--- src/hdl/rgbc_pkg.sv ---
`timescale 1ns / 1ps
// rgbc_pkg: types, codes and constants shared by the rgb 3x3 convolution block
// no dependencies

package rgbc_pkg;

    // one rgb pixel packed as red, green, blue (red in the top byte)
    localparam int PIX_W = 24;
    typedef logic [PIX_W-1:0] t_pixel;

    // configuration port
    localparam int CFG_IDX_W  = 2;
    localparam int CFG_DATA_W = 63;
    localparam int WIDTH_BITS  = 11;
    localparam int HEIGHT_BITS = 13;
    localparam int KERN_BITS   = 63;
    localparam int DIV_BITS    = 8;

    typedef enum logic [CFG_IDX_W-1:0] {
        CFG_WIDTH   = 2'd0,
        CFG_HEIGHT  = 2'd1,
        CFG_KERNEL  = 2'd2,
        CFG_DIVISOR = 2'd3
    } t_cfg_idx;

    localparam logic [WIDTH_BITS-1:0]  WIDTH_RST   = 11'd256;
    localparam logic [HEIGHT_BITS-1:0] HEIGHT_RST  = 13'd256;
    localparam logic [KERN_BITS-1:0]   KERNEL_RST  = 63'h0000_0000_1000_0000;
    localparam logic [DIV_BITS-1:0]    DIVISOR_RST = 8'd1;

    // input item operation codes
    localparam logic OP_PIXEL = 1'b0;
    localparam logic OP_DRAIN = 1'b1;

    // arithmetic sizes: |sum| <= 9 * 255 * 64 fits 18 bits of magnitude
    localparam int COEF_W = 7;
    localparam int PROD_W = 16;
    localparam int ACC_W  = 19;
    localparam int QW     = ACC_W - 1;
    localparam int TAPS   = 9;
    localparam int TAP_W  = 4;
    localparam int CNT_W  = 5;

    typedef enum logic [2:0] {
        ST_IDLE,
        ST_SHIFT,
        ST_MAC,
        ST_DLOAD,
        ST_DIV,
        ST_OUT
    } t_state;

    // controller to datapath
    typedef struct packed {
        logic             take;      // latch request, start line buffer read
        logic             shift;     // update window and line buffers
        logic             mac_clr;
        logic             mac_en;
        logic [TAP_W-1:0] tap;
        logic             second;    // result centered on the newest column
        logic             div_load;
        logic             div_step;
        logic             out_load;
        logic             advance;   // step the raster position
    } t_dp_cmd;

    // datapath to controller
    typedef struct packed {
        logic emit_a;
        logic emit_b;
        logic out_free;
    } t_dp_sts;

endpackage

--- src/hdl/rgbc_ctrl.sv ---
`timescale 1ns / 1ps
// rgbc_ctrl: sequencer for one request at a time (shift, multiply-accumulate, divide, output)
// depends on rgbc_pkg

module rgbc_ctrl (
    input  logic              i_clk,
    input  logic              i_rst_n,
    input  logic              i_in_valid,
    output logic              o_in_ready,
    input  rgbc_pkg::t_dp_sts i_sts,
    output rgbc_pkg::t_dp_cmd o_cmd
);
    import rgbc_pkg::*;

    t_state           r_state, n_state;
    logic [CNT_W-1:0] r_cnt, n_cnt;
    logic             r_second, n_second;

    always_ff @(posedge i_clk) begin
        if (!i_rst_n) begin
            r_state  <= ST_IDLE;
            r_cnt    <= '0;
            r_second <= 1'b0;
        end else begin
            r_state  <= n_state;
            r_cnt    <= n_cnt;
            r_second <= n_second;
        end
    end

    always_comb begin
        n_state    = r_state;
        n_cnt      = r_cnt;
        n_second   = r_second;
        o_in_ready = 1'b0;
        o_cmd      = '0;
        o_cmd.second = r_second;
        o_cmd.tap    = r_cnt[TAP_W-1:0];
        unique case (r_state)
            ST_IDLE: begin
                o_in_ready = 1'b1;
                if (i_in_valid) begin
                    o_cmd.take = 1'b1;
                    n_state    = ST_SHIFT;
                end
            end
            ST_SHIFT: begin
                o_cmd.shift = 1'b1;
                n_cnt       = '0;
                if (i_sts.emit_a || i_sts.emit_b) begin
                    // left-centered result first when both are due
                    n_second      = !i_sts.emit_a;
                    o_cmd.mac_clr = 1'b1;
                    n_state       = ST_MAC;
                end else begin
                    o_cmd.advance = 1'b1;
                    n_state       = ST_IDLE;
                end
            end
            ST_MAC: begin
                o_cmd.mac_en = 1'b1;
                if (r_cnt == CNT_W'(TAPS - 1)) begin
                    n_cnt   = '0;
                    n_state = ST_DLOAD;
                end else begin
                    n_cnt = r_cnt + 1'b1;
                end
            end
            ST_DLOAD: begin
                o_cmd.div_load = 1'b1;
                n_state        = ST_DIV;
            end
            ST_DIV: begin
                o_cmd.div_step = 1'b1;
                if (r_cnt == CNT_W'(QW - 1)) begin
                    n_cnt   = '0;
                    n_state = ST_OUT;
                end else begin
                    n_cnt = r_cnt + 1'b1;
                end
            end
            ST_OUT: begin
                if (i_sts.out_free) begin
                    o_cmd.out_load = 1'b1;
                    if (!r_second && i_sts.emit_b) begin
                        n_second      = 1'b1;
                        o_cmd.mac_clr = 1'b1;
                        n_state       = ST_MAC;
                    end else begin
                        o_cmd.advance = 1'b1;
                        n_state       = ST_IDLE;
                    end
                end
            end
            default: begin
                n_state = ST_IDLE;
            end
        endcase
    end

endmodule

--- config.mk ---
export PLATFORM = sky130hd
export DESIGN_NAME = rgbc_ctrl
export DESIGN_NICKNAME = d
export VERILOG_FILES = /design/src/hdl/rgbc_pkg.sv /design/src/hdl/rgbc_ctrl.sv
export SDC_FILE = /design/constraint.sdc
export NUM_CORES = 1
export LEC_CHECK = 0
export ABC_AREA = 0
export BUFFER_PORTS_ARGS = -buffer_cell sky130_fd_sc_hd__clkbuf_2
export CORE_UTILIZATION = 40
export DETAILED_ROUTE_END_ITERATION = 6
export GPL_TIMING_DRIVEN = 1
export HOLD_SLACK_MARGIN = 0.08
export PLACE_DENSITY = 0.63
export SLEW_MARGIN = 20
export SYNTH_ARGS = -nofsm -noshare
export SYNTH_HDL_FRONTEND = slang
export SYNTH_SLANG_ARGS = --single-unit
--- constraint.sdc ---
create_clock -name i_clk -period 1.31 [get_ports i_clk]
set_input_delay 0.0655 -clock i_clk [delete_from_list [all_inputs] [get_ports i_clk]]
set_output_delay 0.0655 -clock i_clk [all_outputs]
set_load 0.005 [all_outputs]
==> results.md <==
- Vias: 704
- Hold WS: 93.3 ps
- Commonest non-fill, non-tap cell in the layout: clkbuf_2
- Max Cap Viol: 0
- Seq/Total Area, Yosys: 0.265
- RSZ-0062 raised after global routing: yes
- Synth area leader: dfxtp_1
- Endpoint type of the worst setup path: output port
- Worst-path clk slew: 70 ps
- # DRC: 0
- Post-DR wirelength/cell: 12.4 µm
- Syn Nets: 95
- Yosys warns: 0
- Pwr/cell area: 794 nW/µm²
- Worst setup path category: flip-flop to output port
- Worst setup path startpoint: r_state[0]$_SDFFE_PN0P_
- Ys flop type: dfxtp_1
- Final ANT Viol Nets: 0
- Number of H-tree levels: 1
- Die area: 1870 µm²
- Std-Cell Rows: 14
- Synth cell types: 31
- Min-delay worst type: primary input to flip-flop
- Worst Path Arrival: 1370 ps
- CP startpoint kind: flip-flop
- Worst-case reg-to-reg path depth: 6
- Vias per cell: 5.21
- Status: finished with violations
- Num CTS Buffers: 3
- Final hold vios: 0
- Vias in the first global route: 650
- Slew HR: 0.794
- DRT Pass-1 Iters: 4
- Die height: 43.2 µm
- Reg-to-Reg Start: r_state[2]$_SDFFE_PN0P_
- Mean Syn Cell Area: 7.90 µm²
- Setup TNS: -762 ps
- Synth-to-layout area growth: 49.2%
- Failing checks: setup timing
- Initial antenna violation count: 0
- Period minus WS final: 1430 ps
- Crit-path max FO: 5
- Clk sinks: 9
- Fmax: 0.697 GHz
- GR Overflow Total: 0
- Static leakage: 0.466 nW
- Final Net Count: 129
- Clk Latency, worst-skew pair: 270 ps
- Post-synthesis register bit count: 9
- Die W: 43.2 µm
- Data required time of the critical path: 1240 ps
- GP Congestion: 0.805
- Number of synthesized flops with an enable pin: 0
- Share of the synthesized area in the top cell type: 0.265
- Worst Hold Launch: i_rst_n
- FFs w/ async S/R, synth: 0
- Worst-margin pin slew: 309 ps
- Synth Cell Area: 679 µm²
- Max Slew Vio Count: 0
- Post-route setup slack: -124 ps
- Initial Utilization: 0.441
- Hold Path Depth: 3
- Cell count after synthesis: 86
- Final period util: 1.09
- Layout cells sized above 1: 0.529
- Core outline area: 1540 µm²
- Tot Pwr: 0.000805 W
- Largest net degree at the start of global routing: 9
- WL final: 1680 µm
- CTS Root Cell: clkbuf_4
- Clock Path Buffers: 2
- I/O Buffers: 19
- Worst VDD drop: 0.502 mV
- Final setup fails: 10
- # IOs: 20
- Initial DRC count: 6
- Total GRT Usage: 0.188
- Main area contributors after synthesis: dfxtp_1 (27%), buf_4 (6.6%), a31oi_1 (6.4%)
- First-pass GRT wire length: 2670 µm
- Clock Skews: 1.24 ps
- Diodes inserted: 0
- Commonest cells after routing, fill and taps aside: clkbuf_2 (16), buf_4 (15), inv_1 (7), a31oi_1 (7), nor2_1 (6)
- DPL Wire Length: 1200 µm
- CTS tree: built
## path summary, 6_finish.rpt
check                                               end  slack [ps]
worst min register to register    r_cnt[4]$_SDFFE_PN0P_         540
worst max register to register    r_cnt[4]$_SDFFE_PN0P_        -100
worst min-delay path            r_state[1]$_SDFFE_PN0P_          90
worst max-delay path                           o_cmd[2]        -120
## worst max-delay path, stage by stage (launching register included)
cell and delay, ps:
dfxtp_2 340, or3b_1 460, buf_4 160, inv_1 40, clkbuf_2 100
## cell type report
type	instances	area, µm²
Timing Repair Buffer	38	258
Sequential cell	9	189
Inverter	10	40.0
Fill cell	132	528
Clock inverter	1	5.00
Clock buffer	3	22.5
Tap cell	16	20.0
Multi-Input combinational cell	58	479
## repair_timing
action / CTS / global route
pin swaps: 5 / 2
hold buffers: 1 / 0
endpoints found under the hold margin: 1 / 0
resized for setup: 17 / 10
buffers inserted: 3 / 4
setup endpoints to repair: 13 / 15
## report_power, final
part           switching (W)  total [W]  internal [W]
registers          0.0000171   0.000308      0.000291
logic               0.000130   0.000271      0.000141
clock network       0.000113   0.000226      0.000113
total               0.000260   0.000805      0.000545
## registers in the layout (all words and copies together) (netlist names)
register	count
r_cnt	5
r_state	3
r_second	1
## layer usage
layer / share of wire / GRT usage
met1: 0.49 / 0.237
met2: 0.46 / 0.299
met3: 0.044 / 0.0681
met4: 0 / 0.0545
met5: 0 / 0
## synth_stat cells (3+ instances only)
cell and number:
a21oi_1 5, nand2_1 5, ha_1 3, buf_4 6, nor3_1 3, inv_1 10
nand3b_1 3, dfxtp_1 9, a31oi_1 7, nor2_1 6
## cell families after synthesis
kind of cell / count (synthesis) / synth area share
mux: 2 / 0.0295
compound gates: 21 / 0.212
fa+ha+maj: 3 / 0.0553
flops: 9 / 0.265
buf+inv: 19 / 0.144
simple gates: 31 / 0.282
xor+xnor: 1 / 0.0129
## metrics by stage
step / cell area, µm² / cells / setup WS (ps) / util
4_1_cts: 943 / 131 / -145 / 0.612
2_1_floorplan: 689 / 86 / -5.82 / -
5_1_grt: 1010 / 135 / -243 / 0.657
6_report: 1010 / 135 / -124 / 0.657
3_5_place_dp: 823 / 123 / -61.3 / 0.534
3_3_place_gp: 823 / 123 / -42.5 / 0.534
(Power assumes the default switching activity.)
